## config.mk

```make
export PLATFORM = sky130hd
export DESIGN_NAME = accel_peak_step_counter_unit
export DESIGN_NICKNAME = d
export VERILOG_FILES = /design/src/rtl/apsc_pkg.sv /design/src/rtl/apsc_isqrt.sv /design/src/rtl/accel_peak_step_counter_unit.sv
export VERILOG_INCLUDE_DIRS = /design/src /design/src/rtl
export SDC_FILE = /design/constraint.sdc
export NUM_CORES = 1
export LEC_CHECK = 0
export ABC_AREA = 1
export BUFFER_PORTS_ARGS = -buffer_cell sky130_fd_sc_hd__buf_2
export CAP_MARGIN = 20
export CORE_AREA = 2 2 269 204
export CTS_CLUSTER_DIAMETER = 60
export DETAILED_ROUTE_END_ITERATION = 8
export DIE_AREA = 0 0 271 206
export GPL_ROUTABILITY_DRIVEN = 1
export HOLD_SLACK_MARGIN = 0.06
export PLACE_DENSITY = 0.77
export SLEW_MARGIN = 30
export SYNTH_ARGS = -nofsm -noshare
export SYNTH_HDL_FRONTEND = slang
export SYNTH_HIERARCHICAL = 1
export SYNTH_SLANG_ARGS = --single-unit
```

## constraint.sdc

```tcl
create_clock -name i_clk -period 8.8 [get_ports i_clk]
set_input_delay 1.76 -clock i_clk [delete_from_list [all_inputs] [get_ports i_clk]]
set_output_delay 1.76 -clock i_clk [all_outputs]
set_load 0.01 [all_outputs]
```

## src/rtl/assert_macros.svh

```systemverilog
// ----------------------------------------------------------------------------
// Assertion macros
// Shared concurrent assertion shorthands for the RTL.
// ----------------------------------------------------------------------------
`ifndef ASSERT_MACROS_SVH
`define ASSERT_MACROS_SVH

// same-cycle implication
`define ASSERT_IMPLY(label, clk, rst_n, ante, cons, msg) \
    label: assert property (@(posedge clk) disable iff (!(rst_n)) (ante) |-> (cons)) \
        else $error(msg);

// next-cycle implication
`define ASSERT_NEXT(label, clk, rst_n, ante, cons, msg) \
    label: assert property (@(posedge clk) disable iff (!(rst_n)) (ante) |=> (cons)) \
        else $error(msg);

`endif

```

## src/rtl/apsc_pkg.sv

```systemverilog
// ----------------------------------------------------------------------------
// apsc_pkg
// Widths, register indexes and sequencer states of the step counter.
// ----------------------------------------------------------------------------
package apsc_pkg;

    localparam int SAMPLE_BITS = 16;
    localparam int COUNT_BITS  = 24;
    localparam int THR_W       = 16;
    localparam int GAP_W       = 8;
    localparam int CFG_IDX_W   = 2;
    localparam int CFG_DATA_W  = 16;
    localparam int SUM_W       = 2 * SAMPLE_BITS;
    localparam int REM_W       = SAMPLE_BITS + 2;
    localparam int ITER_W      = $clog2(SAMPLE_BITS + 1);
    localparam int CMP_W       = ((SAMPLE_BITS > THR_W) ? SAMPLE_BITS : THR_W) + 1;

    localparam logic [THR_W-1:0] THR_RESET = THR_W'(147);
    localparam logic [GAP_W-1:0] GAP_RESET = GAP_W'(2);

    localparam logic [CFG_IDX_W-1:0] REG_PEAK_THRESHOLD = CFG_IDX_W'(0);
    localparam logic [CFG_IDX_W-1:0] REG_MIN_GAP        = CFG_IDX_W'(1);

    typedef enum logic [1:0] {
        ST_IDLE,
        ST_SQUARE,
        ST_ROOT,
        ST_UPDATE
    } t_state;

endpackage

```

## src/rtl/apsc_isqrt.sv

```systemverilog
// ----------------------------------------------------------------------------
// apsc_isqrt
// Floor square root, one result bit per cycle with a restoring step.
// ----------------------------------------------------------------------------
module apsc_isqrt (
    input  logic                            i_clk,
    input  logic                            i_rst_n,
    input  logic                            i_start,
    input  logic [apsc_pkg::SUM_W-1:0]      i_radicand,
    output logic                            o_done,
    output logic [apsc_pkg::SAMPLE_BITS-1:0] o_root
);
    import apsc_pkg::*;

    logic                    r_busy, n_busy;
    logic                    r_done, n_done;
    logic [ITER_W-1:0]       r_iter, n_iter;
    logic [SUM_W-1:0]        r_rad, n_rad;
    logic [REM_W-1:0]        r_rem, n_rem;
    logic [SAMPLE_BITS-1:0]  r_root, n_root;
    logic [REM_W+1:0]        w_shift;
    logic [REM_W+1:0]        w_trial;

    always_comb begin
        w_shift = {r_rem, r_rad[SUM_W-1 -: 2]};
        w_trial = (REM_W+2)'({r_root, 2'b01});
        n_busy  = r_busy;
        n_done  = 1'b0;
        n_iter  = r_iter;
        n_rad   = r_rad;
        n_rem   = r_rem;
        n_root  = r_root;
        if (i_start) begin
            n_busy = 1'b1;
            n_iter = ITER_W'(SAMPLE_BITS);
            n_rad  = i_radicand;
            n_rem  = '0;
            n_root = '0;
        end else if (r_busy) begin
            n_rad  = {r_rad[SUM_W-3:0], 2'b00};
            n_iter = r_iter - ITER_W'(1);
            if (w_shift >= w_trial) begin
                n_rem  = REM_W'(w_shift - w_trial);
                n_root = {r_root[SAMPLE_BITS-2:0], 1'b1};
            end else begin
                n_rem  = REM_W'(w_shift);
                n_root = {r_root[SAMPLE_BITS-2:0], 1'b0};
            end
            if (r_iter == ITER_W'(1)) begin
                n_busy = 1'b0;
                n_done = 1'b1;
            end
        end
    end

    always_ff @(posedge i_clk) begin
        if (!i_rst_n) begin
            r_busy <= 1'b0;
            r_done <= 1'b0;
            r_iter <= '0;
        end else begin
            r_busy <= n_busy;
            r_done <= n_done;
            r_iter <= n_iter;
        end
        r_rad  <= n_rad;
        r_rem  <= n_rem;
        r_root <= n_root;
    end

    assign o_done = r_done;
    assign o_root = r_root;

endmodule

```

## src/rtl/accel_peak_step_counter_unit.sv

```systemverilog
// ----------------------------------------------------------------------------
// accel_peak_step_counter_unit
// Accelerometer magnitude and peak-based step counter.
// ----------------------------------------------------------------------------
// Input channel: i_valid / o_stall carry one x, y, z sample and a restart flag.
// A request is taken when i_valid is high and o_stall is low.
// Output channel: o_valid / i_stall carry step count, step event, peak flag
// and magnitude; a result is taken when o_valid is high and i_stall is low.
// Configuration: i_cfg_valid / o_cfg_ready write peak_threshold (index 0) or
// min_gap (index 1); other indexes are ignored. Write only while idle.
// Flow: x, y and z are squared through one shared 16x16 multiplier into an
// accumulator, then go through the one-bit-per-cycle square root unit, then
// the window update. One request is worked at a time and the next is taken
// in the idle state after the update.
// A finished result sits in the output register; a new request is taken
// meanwhile, and its update waits while the previous result is stalled.
// Reset restores the register defaults and clears window and step count.
// ----------------------------------------------------------------------------
`include "assert_macros.svh"

module accel_peak_step_counter_unit (
    input  logic                                  i_clk,
    input  logic                                  i_rst_n,
    input  logic                                  i_valid,
    output logic                                  o_stall,
    input  logic signed [apsc_pkg::SAMPLE_BITS-1:0] i_accel_x,
    input  logic signed [apsc_pkg::SAMPLE_BITS-1:0] i_accel_y,
    input  logic signed [apsc_pkg::SAMPLE_BITS-1:0] i_accel_z,
    input  logic                                  i_restart,
    output logic                                  o_valid,
    input  logic                                  i_stall,
    output logic [apsc_pkg::COUNT_BITS-1:0]       o_step_count,
    output logic                                  o_step_event,
    output logic                                  o_peak_seen,
    output logic [apsc_pkg::SAMPLE_BITS-1:0]      o_magnitude,
    input  logic                                  i_cfg_valid,
    output logic                                  o_cfg_ready,
    input  logic [apsc_pkg::CFG_IDX_W-1:0]        i_cfg_index,
    input  logic [apsc_pkg::CFG_DATA_W-1:0]       i_cfg_data
);
    import apsc_pkg::*;

    localparam logic [COUNT_BITS-1:0] STEP_MAX = '1;
    localparam logic [GAP_W-1:0]      GAP_MAX  = '1;

    t_state                         r_state, n_state;
    logic [1:0]                     r_cnt, n_cnt;
    logic signed [SAMPLE_BITS-1:0]  r_ax, r_ay, r_az;
    logic                           r_restart;
    logic signed [SAMPLE_BITS-1:0]  w_op;
    logic signed [SUM_W-1:0]        w_sq;
    logic [SUM_W-1:0]               r_prod, n_prod;
    logic [SUM_W-1:0]               r_acc, n_acc;
    logic                           w_accept;
    logic                           w_root_start;
    logic                           w_root_done;
    logic [SAMPLE_BITS-1:0]         w_root;

    logic [THR_W-1:0]               r_thr;
    logic [GAP_W-1:0]               r_gap;

    logic [SAMPLE_BITS-1:0]         r_early, r_mid, r_late;
    logic [1:0]                     r_seen;
    logic                           r_have;
    logic [GAP_W-1:0]               r_since;
    logic [COUNT_BITS-1:0]          r_steps;
    logic [SAMPLE_BITS-1:0]         n_early, n_mid, n_late;
    logic [1:0]                     n_seen;
    logic                           n_have;
    logic [GAP_W-1:0]               n_since;
    logic [COUNT_BITS-1:0]          n_steps;
    logic                           n_peak, n_event;

    logic [SAMPLE_BITS-1:0]         w_early, w_mid, w_late;
    logic [1:0]                     w_seen;
    logic                           w_have;
    logic [GAP_W-1:0]               w_since;
    logic [COUNT_BITS-1:0]          w_steps;
    logic [CMP_W-1:0]               w_lim_e, w_lim_l;
    logic                           w_out_free;
    logic                           w_update;

    logic                           r_out_valid;
    logic [COUNT_BITS-1:0]          r_out_count;
    logic                           r_out_event;
    logic                           r_out_peak;
    logic [SAMPLE_BITS-1:0]         r_out_mag;

    assign w_accept     = i_valid && !o_stall;
    assign w_out_free   = !r_out_valid || !i_stall;
    assign w_root_start = (r_state == ST_SQUARE) && (r_cnt == 2'd3);
    assign w_update     = (r_state == ST_UPDATE) && w_out_free;

    apsc_isqrt u_isqrt (
        .i_clk      (i_clk),
        .i_rst_n    (i_rst_n),
        .i_start    (w_root_start),
        .i_radicand (n_acc),
        .o_done     (w_root_done),
        .o_root     (w_root)
    );

    // sequencer
    always_ff @(posedge i_clk) begin
        if (!i_rst_n) begin
            r_state <= ST_IDLE;
            r_cnt   <= '0;
        end else begin
            r_state <= n_state;
            r_cnt   <= n_cnt;
        end
    end

    always_comb begin
        n_state = r_state;
        n_cnt   = r_cnt;
        case (r_state)
            ST_IDLE: begin
                n_cnt = '0;
                if (w_accept) begin
                    n_state = ST_SQUARE;
                end
            end
            ST_SQUARE: begin
                n_cnt = r_cnt + 2'd1;
                if (r_cnt == 2'd3) begin
                    n_state = ST_ROOT;
                end
            end
            ST_ROOT: begin
                if (w_root_done) begin
                    n_state = ST_UPDATE;
                end
            end
            ST_UPDATE: begin
                if (w_out_free) begin
                    n_state = ST_IDLE;
                end
            end
            default: begin
                n_state = ST_IDLE;
            end
        endcase
    end

    // shared squarer and accumulator
    always_comb begin
        case (r_cnt)
            2'd0:    w_op = r_ax;
            2'd1:    w_op = r_ay;
            default: w_op = r_az;
        endcase
        w_sq   = w_op * w_op;
        n_prod = unsigned'(w_sq);
        n_acc  = r_acc;
        if (r_state == ST_SQUARE && r_cnt != 2'd0) begin
            n_acc = r_acc + r_prod;
        end
    end

    always_ff @(posedge i_clk) begin
        if (w_accept) begin
            r_ax      <= i_accel_x;
            r_ay      <= i_accel_y;
            r_az      <= i_accel_z;
            r_restart <= i_restart;
            r_acc     <= '0;
        end else begin
            r_acc     <= n_acc;
        end
        r_prod <= n_prod;
    end

    // configuration
    assign o_cfg_ready = 1'b1;

    always_ff @(posedge i_clk) begin
        if (!i_rst_n) begin
            r_thr <= THR_RESET;
            r_gap <= GAP_RESET;
        end else if (i_cfg_valid && o_cfg_ready) begin
            case (i_cfg_index)
                REG_PEAK_THRESHOLD: r_thr <= THR_W'(i_cfg_data);
                REG_MIN_GAP:        r_gap <= GAP_W'(i_cfg_data);
                default:            ;
            endcase
        end
    end

    // window and step update
    always_comb begin
        w_early = r_restart ? '0 : r_early;
        w_mid   = r_restart ? '0 : r_mid;
        w_late  = r_restart ? '0 : r_late;
        w_seen  = r_restart ? '0 : r_seen;
        w_have  = r_restart ? 1'b0 : r_have;
        w_since = r_restart ? '0 : r_since;
        w_steps = r_restart ? '0 : r_steps;
        w_lim_e = CMP_W'(w_early) + CMP_W'(r_thr);
        w_lim_l = CMP_W'(w_late) + CMP_W'(r_thr);
        n_early = w_early;
        n_mid   = w_mid;
        n_late  = w_late;
        n_seen  = w_seen;
        n_have  = w_have;
        n_since = w_since;
        n_steps = w_steps;
        n_peak  = 1'b0;
        n_event = 1'b0;
        case (w_seen)
            2'd0: begin
                n_early = '0;
                n_mid   = w_root;
                n_seen  = 2'd1;
            end
            2'd1: begin
                n_late = w_root;
                n_seen = 2'd2;
            end
            default: begin
                if (CMP_W'(w_mid) > w_lim_e && CMP_W'(w_mid) > w_lim_l) begin
                    n_peak = 1'b1;
                    if (w_have && w_since > r_gap && w_steps != STEP_MAX) begin
                        n_steps = w_steps + COUNT_BITS'(1);
                        n_event = 1'b1;
                    end
                    n_have  = 1'b1;
                    n_since = '0;
                end else if (w_have && w_since != GAP_MAX) begin
                    n_since = w_since + GAP_W'(1);
                end
                n_early = w_mid;
                n_mid   = w_late;
                n_late  = w_root;
            end
        endcase
    end

    always_ff @(posedge i_clk) begin
        if (!i_rst_n) begin
            r_early <= '0;
            r_mid   <= '0;
            r_late  <= '0;
            r_seen  <= '0;
            r_have  <= 1'b0;
            r_since <= '0;
            r_steps <= '0;
        end else if (w_update) begin
            r_early <= n_early;
            r_mid   <= n_mid;
            r_late  <= n_late;
            r_seen  <= n_seen;
            r_have  <= n_have;
            r_since <= n_since;
            r_steps <= n_steps;
        end
    end

    // output register
    always_ff @(posedge i_clk) begin
        if (!i_rst_n) begin
            r_out_valid <= 1'b0;
        end else if (w_update) begin
            r_out_valid <= 1'b1;
        end else if (!i_stall) begin
            r_out_valid <= 1'b0;
        end
        if (w_update) begin
            r_out_count <= n_steps;
            r_out_event <= n_event;
            r_out_peak  <= n_peak;
            r_out_mag   <= w_root;
        end
    end

    assign o_stall      = (r_state != ST_IDLE);
    assign o_valid      = r_out_valid;
    assign o_step_count = r_out_count;
    assign o_step_event = r_out_event;
    assign o_peak_seen  = r_out_peak;
    assign o_magnitude  = r_out_mag;

    `ASSERT_IMPLY(a_event_has_peak, i_clk, i_rst_n, o_valid && o_step_event, o_peak_seen, "step event without peak")
    `ASSERT_IMPLY(a_event_count_nz, i_clk, i_rst_n, o_valid && o_step_event, o_step_count != '0, "step event with zero count")
    `ASSERT_NEXT(a_accept_starts, i_clk, i_rst_n, w_accept, r_state == ST_SQUARE && r_cnt == 2'd0, "request did not start squaring")
    `ASSERT_IMPLY(a_done_in_root, i_clk, i_rst_n, w_root_done, r_state == ST_ROOT, "root done outside root phase")

endmodule
```

======== Word-level counts from Yosys, hierarchy flattened ========
Index checks and enable logic that the tools add are counted.
storage, ports and cells
  logic and storage cells ................. 128
  flip-flop bits (word level) ............. 340
  input port bits ......................... 72
  output and inout bits ................... 45
cells by class
  reductions and logical operators ........ 27
  $lt $le $gt $ge ......................... 4
  multipliers ............................. 1
  $add $sub $neg .......................... 8
  eq/ne operators ......................... 15
  bitwise logic cells ..................... 3
  muxes and demuxes ....................... 41
operator list
  kind                                                                   count
  24-bit two-way mux                                                     4
  32-bit two-way mux                                                     3
  16-bit case mux with 2 select lines                                    3
  16-bit two-way mux                                                     4
  16-bit by 16-bit adder with 17-bit output                              2
  16-bit by 17-bit greater-than comparator with 1-bit output             2
  32-bit adder                                                           1
  16-bit by 16-bit multiplier with 32-bit output                         1
  8-bit two-way mux                                                      4
  24-bit by 1-bit adder with 24-bit output, second input constant        1
  24-bit != test, second input constant                                  1
  20-bit by 18-bit >= comparator with 1-bit output                       1
  18-bit two-way mux                                                     1
  18-bit subtractor                                                      1
  1-bit two-way mux                                                      12
  2-bit two-way mux                                                      5
  5-bit two-way mux                                                      2
  8-bit by 1-bit adder with 8-bit output, second input constant          1
  2-bit by 1-bit equality test with 1-bit output, second input constant  4
  8-bit greater-than comparator                                          1
  1-bit logical AND                                                      8
  2-bit logical NOT                                                      4
  8-bit != test, second input constant                                   1
  2-bit case mux with 2 select lines                                     2
  15 further kinds                                                       30

======== Longest topological paths before layout ========
Gate-level depths: netlist (run 1).
  depth in word-level cells ............... 7
  mapped depth ............................ 32
  mapped depth without buffers ............ 30

======== By module ========
The synthesis (run 1) kept the hierarchy.
modules (own cells, without submodules)
  module                        instances  cells an instance  area an instance (sq um)  sequential area each (sq um)
  accel_peak_step_counter_unit  1          3186               24931.4                   6236.0
  apsc_isqrt                    1          562                4095.2                    1781.7

======== Worst setup path after synthesis (run 1) ========
Ideal clock, no wire load.
  path type ............................... flip-flop to flip-flop
  start point ............................. reg r_cnt[0]
  end point ............................... reg r_prod[29]
  period minus slack after synthesis ...... 6.811 ns
  slack ................................... 1.989 ns
  stages on the path, launching flop included .. 28
  data required time ...................... 8.675 ns
  buffers on the path ..................... 3
  data arrival time ....................... 6.686 ns
  setup time .............................. 0.125 ns
  cell sequence ........................... dfxtp_1 -> inv_1 -> ha_1 -> clkbuf_1 -> nor2_1 -> buf_2 -> a21oi_1 -> inv_1 -> clkbuf_1 -> nand2_1 -> fa_1 -> inv_1 -> fa_1 -> fa_1 -> fa_1 -> fa_1 -> inv_1 -> fa_1 -> inv_1 -> ha_1 -> nand2_1 -> nor4_1 -> nand3b_1 -> nand3_1 -> nand2_1 -> nand2_1 -> a31oi_1 -> xor2_1
between the ends
  longest elaborated chain between the ends .. 3
  elaborated cells on any way between the ends .. 4
ends and longest elaborated chain
  what                                                                                        RTL line                             source
  from (decl)                                                                                 accel_peak_step_counter_unit.sv:47   logic [1:0] r_cnt, n_cnt;
  from (signal assigned)                                                                      accel_peak_step_counter_unit.sv:110  r_cnt <= n_cnt;
  2-bit by 1-bit equality test with 1-bit output / 2-bit logical NOT (equally long branches)  accel_peak_step_counter_unit.sv:148  case (r_cnt)
  16-bit case mux with 2 select lines (*)                                                     accel_peak_step_counter_unit.sv:148
  16-bit by 16-bit multiplier with 32-bit output (*)                                          accel_peak_step_counter_unit.sv:153  w_sq = w_op * w_op;
  named net n_prod[29]                                                                        accel_peak_step_counter_unit.sv:52   logic [SUM_W-1:0] r_prod, n_prod;
  to (signal assigned)                                                                        accel_peak_step_counter_unit.sv:171  r_prod <= n_prod;
  to (decl)                                                                                   accel_peak_step_counter_unit.sv:52
The timed path passes the listed nets; every way through them passes the cells marked *.
A chain may end at the register's enable or synchronous reset.

======== Worst setup path in the final report (run 1) ========
  start point ............................. reg r_cnt[0]
  end point ............................... reg r_prod[28]
The elaborated chain is that of the path after synthesis.

==> results of run 1 <==
-- per-layer routing --
layer | vias up | global-route usage | routed length, µm
met5 | - | 0 | 0
met4 | 0 | 0.0768 | 1770
met3 | 100 | 0.0364 | 6330
met2 | 958 | 0.398 | 29900
met1 | 11500 | 0.387 | 33000
li1 | 12000 | - | -
-- final cells by class --
cell class	count	area (µm²)
fill	4784	22100
sequential	339	8020
timing repair buffer	142	782
multi-input combinational	2592	17900
clock inverter	24	348
clock buffer	43	970
inverter	700	2630
antenna	1	2.50
tap	722	903
-- worst paths after layout --
check / end / startpoint / slack (ns)
worst max-delay path: r_prod[28] / r_cnt[0] / 0.80
worst min-delay path: u_isqrt/r_rem[17] / u_isqrt/r_rem[17] / 0.46
worst max register to register: r_prod[28] / r_cnt[0] / 0.80
worst min register to register: u_isqrt/r_rem[17] / u_isqrt/r_rem[17] / 0.46
-- state kept, by name, indices dropped and copies added, names as in the netlist, 18 cells and up --
name,cells
u_isqrt/r_rad,32
o_step_count,24
u_isqrt/r_rem,18
r_steps,24
r_prod,31
r_acc,32
-- logic make-up after synthesis --
family                   synth area share
buffers and inverters               0.109
XOR/XNOR                           0.0359
other                            0.000129
AND/OR/NAND/NOR                     0.214
AO/OA/AOI/OAI                       0.106
adder cells (fa/ha/maj)             0.259
flip-flops                          0.276
-- cell usage after synthesis, types with 32 or more instances --
master	instances	share of area
fa_1	235	0.16
nand3_1	142	0.024
clkbuf_1	75	0.0097
o21ai_0	99	0.017
dfxtp_1	216	0.15
inv_1	683	0.088
nand4_1	49	0.011
a21oi_1	261	0.045
nor2_1	260	0.034
ha_1	226	0.097
edfxtp_1	123	0.13
xor2_1	82	0.025
xnor2_1	37	0.011
a221oi_1	32	0.0097
nand2_1	935	0.12
-- per-stage QoR --
step / hold slack (ns) / instance area (µm²)
floorplan: 0.426 / 29000
global placement: 0.441 / 30200
detailed placement: 0.443 / 30200
CTS: 0.455 / 31500
global route: 0.486 / 31500
finish: 0.456 / 31500
-- worst max-delay path: stages, from the launching register on --
cell      delay (ns)
dfxtp_1         0.33
inv_1           0.10
ha_1            0.62
nor2_2          0.31
a21oi_1         0.48
clkinv_1        0.64
nand2_1         0.30
inv_1           0.09
fa_1            0.54
inv_1           0.05
fa_1            0.45
fa_1            0.52
inv_1           0.05
fa_1            0.46
fa_1            0.54
inv_1           0.05
fa_1            0.53
inv_1           0.05
ha_1            0.39
nand2_1         0.12
nor2_1          0.12
inv_1           0.08
nor3_1          0.13
a21oi_1         0.18
o31ai_1         0.45
nand3_1         0.13
nand2_1         0.10
xor2_1          0.14
==> metrics.md, run 1 <==
| Metric | Value |
|---|---|
| Post-Synthesis Cells | 3,748 |
| Hold path depth | 2 |
| Clk buf depth | 3 |
| Routed WL | 71.0 mm |
| Reg2reg path depth | 27 |
| Number of global-route vias before repair | 23,700 |
| Clock buffer count from CTS | 37 |
| Ys async rst share | 0 |
| Cts hold-fix bufs | 0 |
| Final Setup Violations | 0 |
| Setup WS post-layout | 0.795 ns |
| Clock Sinks | 339 |
| Global-route wire length before repair | 119 mm |
| Die Area | 55,800 µm² |
| Slew HR | 0.372 |
| Number of synthesized register bits | 339 |
| # nets final | 4,345 |
| Placed cell count | 4,495 |
| # rows | 74 |
| Status | completed |
| Vias post-DR | 24,600 |
| Initial core utilization | 0.541 |
| Drt first pass iters | 5 |
| Largest net degree at the start of global routing | 98 |
| IO Port Bufs | 115 |
| Cell Area, Synth | 29,000 µm² |
| Avg Synthesized Cell Area | 7.74 µm² |
| Die H | 206 µm |
| Initial antenna violation count | 0 |
| Req. time, crit path | 9.30 ns |
| DRC | 0 |
| Die W | 271 µm |
| Most frequent cells in the layout | nand2_1 (935), inv_1 (681), a21oi_1 (261), nor2_1 (256), fa_1 (235) |
| Detailed placer's ending HPWL | 54.1 mm |
| Crit path max fanout | 18 |
| Leading cell type in the layout, fill and taps excluded | nand2_1 |
| Skew-Pair Late Insertion Delay | 0.60 ns |
| Wire length per cell | 15.6 µm |
| Distinct cells, synth | 60 |
| Worst setup SP type | flip-flop |
| Post_cts resized | 0 |
| Period utilisation layout | 0.910 |
| Final ANT Viol Nets | 0 |
| GP Congestion | 0.946 |
| Final hold vios | 0 |
| Grt ovf | 0 |
| Dpl ws | 0.654 ns |
| RSZ-0062 raised after global routing | no |
| Total negative slack | 0 ns |
| Worst-path clk slew | 0.06 ns |
| Post-layout minimum cycle time | 8.00 ns |
| IO Pins | 117 |
| EDFF count, synth | 123 |
| Post-Layout Cell Count | 4,563 |
| Setup Buffers After CTS | 0 |
| Post-Syn Nets | 4,281 |
| Min-delay worst type | reg -> reg |
| Worst slew pin tran | 0.940 ns |
| Layout Skew | 0.0433 ns |
| Main flop type after synthesis | dfxtp_1 |
| Layout cells sized above 1 | 0.0737 |
| Core area | 53,600 µm² |
| H-tree levels | 2 |
| Root buf cell | clkbuf_16 |
| Fin util | 0.588 |
| F_max | 0.125 GHz |
| TritonCTS clock tree | built |
| DR iter-0 viols | 2,225 |
| CP endpoint kind | flip-flop |
| Max Cap Viol | 0 |
| Worst Path Arrival | 8.51 ns |
| Synth Warn # | 6 |
| Worst setup path category | reg -> reg |
| Area Overhead vs Synth | 8.61% |
| Sequential area share after synthesis | 0.276 |
| Via density | 5.39 |
| Max-slew violations | 0 |
| Gr usage total | 0.261 |
Power of run 1 is not shown: default switching activity piles up to over one toggle a cycle in this logic, so the estimate is an artifact.
==> run 2: changes to the inputs <==
Clock period 8.8 ns to 8.44 ns, I/O delays scaled along.
==> run 2 against run 1 <==
Net effect: global-route usage increased by 0.089 points; clock skew decreased by 0.0021 ns; clock-buffer cell count is 9 higher; die area is the same; final cell count up 0.26%; sequential share of layout area is essentially flat; first-iteration DRC count fell by 4.2%; maximum frequency rose by 2.9%; register-to-register slack got worse by 0.14 ns; critical path depth stayed put; critical path type unchanged; critical endpoint is now r_prod[31].
==> metrics.md, run 2 (synthesis gave the netlist of run 1 again) <==
| Metric | Value |
|---|---|
| F_max | 0.129 GHz (+2.9%) |
| Global-route wire length before repair | 119 mm (+0.46%) |
| Max Cap Viol | 0 (unchanged) |
| Die Area | 55,800 µm² (unchanged) |
| Max-slew violations | 0 (unchanged) |
| Post-layout minimum cycle time | 7.78 ns (-0.224 ns) |
| CP endpoint kind | flip-flop |
| Routed WL | 71.0 mm (about the same) |
| RR Endpoint | r_prod[31] |
| RSZ-0062 raised after global routing | no |
| Reg2reg path depth | 27 (unchanged) |
| Gr usage total | 0.262 (+0.000886) |
| DRC | 0 (unchanged) |
| Total negative slack | 0 ns (unchanged) |
| Launch point of the worst reg-to-reg path | r_cnt[0] |
| Bufs and invs on worst path | 7 (-1) |
| Ant. Diodes | 0 (-1) |
| Initial core utilization | 0.541 (unchanged) |
| Final Setup Violations | 0 (unchanged) |
| Crit path max fanout | 16 (-2) |
| Leading cell type in the layout, fill and taps excluded | nand2_1 |
| Clock buffer count from CTS | 39 (+5.4%) |
| IO Port Bufs | 115 (unchanged) |
| Setup WS post-layout | 0.659 ns (-0.136 ns) |
| Root buf cell | clkbuf_16 |
| Layout cells sized above 1 | 0.0753 (+0.00157) |
| Core area | 53,600 µm² (unchanged) |
| Critical path's slowest cell | a21oi_1 |
| Worst-path clk slew | 0.06 ns (about the same) |
| Met3 Usage GRT | 0.0484 (+0.0121) |
| Req. time, crit path | 8.93 ns (-0.37 ns) |
| Min-delay worst type | reg -> reg |
| Most frequent cells in the layout | nand2_1 (935), inv_1 (680), a21oi_1 (261), nor2_1 (257), fa_1 (235) |
| Drt first pass iters | 8 (+3) |
| CP Depth | 27 (unchanged) |
| Wire length per cell | 15.5 µm (-0.26%) |
| # rows | 74 (unchanged) |
| Skew-Pair Late Insertion Delay | 0.59 ns (about the same) |
| GRT busiest layer | met2 |
| Status | completed |
| Period utilisation layout | 0.922 (+0.0123) |
| Die H | 206 µm (unchanged) |
| DR iter-0 viols | 2,132 (-4.2%) |
| Worst slew pin tran | 0.971 ns (+0.0317 ns) |
| Layout Skew | 0.0413 ns (-0.00209 ns) |
| Number of global-route vias before repair | 23,700 (+0.11%) |
| Min-delay src | u_isqrt/r_rem[17] |
| Die W | 271 µm (unchanged) |
| Detailed placer's ending HPWL | 54.3 mm (+0.33%) |
| Final ANT Viol Nets | 0 (unchanged) |
| Clk buf depth | 3 (unchanged) |
| R2R setup slack | 0.66 ns (-0.14 ns) |
| H-tree levels | 2 (unchanged) |
| # nets final | 4,355 (+0.23%) |
| Area Overhead vs Synth | 8.71% (about the same) |
| IO Pins | 117 (unchanged) |
| Worst setup path category | reg -> reg |
| Worst Path Arrival | 8.27 ns (-0.24 ns) |
| GP Congestion | 0.966 (+2.0%) |
| GR Util met2 | 0.409 (+0.0117) |
| Final hold vios | 0 (unchanged) |
| Post_cts resized | 0 (unchanged) |
| Hold path depth | 2 (unchanged) |
| Cts hold-fix bufs | 0 (unchanged) |
| Critical path's top delay family | adder cells |
| Placed cell count | 4,502 (+0.16%) |
| Initial antenna violation count | 0 (unchanged) |
| CP peak stage delay | 0.59 ns (-0.05 ns) |
| Grt ovf | 0 (unchanged) |
| TritonCTS clock tree | built |
| Vias post-DR | 24,500 (-0.18%) |
| Largest registers | r_acc (32), u_isqrt/r_rad (32), r_prod (31) |
| Worst setup SP type | flip-flop |
| Largest net degree at the start of global routing | 99 (+1.0%) |
| Design area | 31,600 µm² (about the same) |
| Clock Sinks | 339 (unchanged) |
| Via density | 5.36 (-0.44%) |
| Setup Buffers After CTS | 0 (unchanged) |
| GR Util met1 | 0.375 (-0.0123) |
| Worst Hold End | u_isqrt/r_rem[17] |
| Slew HR | 0.351 (-0.0212) |
| Dpl ws | 0.806 ns (+0.151 ns) |
| DP Area | 30,300 µm² (+0.17%) |
| Post-Layout Cell Count | 4,575 (+0.26%) |
-- run 2: cell count changes in the layout (fill, tap and decap cells not counted), sizes merged --
cell | before | now
buf | 142 | 150
bufinv | 6 | 2
clkbuf | 43 | 52
clkinvlp | 3 | 6
diode | 1 | 0
inv | 701 | 698
-- run 2: metal layers --
metal  vias to the layer above  wire [µm]
li1                      12000          -
met1                     11600      32800
met2                       855      30600
met3                       105       5880
met4                         0       1700
met5                         -          0
-- run 2: worst min-delay path, delay by kind of cell (launching register included) --
| kind | cells | cell delay, ns |
|---|---|---|
| DFF | 1 | 0.31 |
| and+or+nand+nor | 2 | 0.10 |
-- run 2: final cells by class --
cell class	instances	area, µm²
Clock buffer	52	1040
Fill cell	4830	22100
Inverter	700	2630
Timing Repair Buffer	150	862
Multi-Input combinational cell	2592	17900
Clock inverter	20	225
Tap cell	722	903
Sequential cell	339	8020
-- run 2: worst max path at each step --
stage | endpoint | start
CTS | r_prod[29] | r_cnt[0]
floorplan | r_prod[29] | r_cnt[0]
detailed placement | r_prod[29] | r_cnt[0]
global route | r_prod[29] | r_cnt[0]
finish | r_prod[31] | r_cnt[0]
global placement | r_prod[28] | r_cnt[0]
-- run 2: through the flow --
stage          hold WS [ns]   util
6_report              0.462  0.589
5_1_grt               0.488  0.589
4_1_cts               0.460  0.588
3_5_place_dp          0.446  0.564
3_3_place_gp          0.445  0.564
2_1_floorplan         0.426      -
Power of run 2 is left out for the same reason.
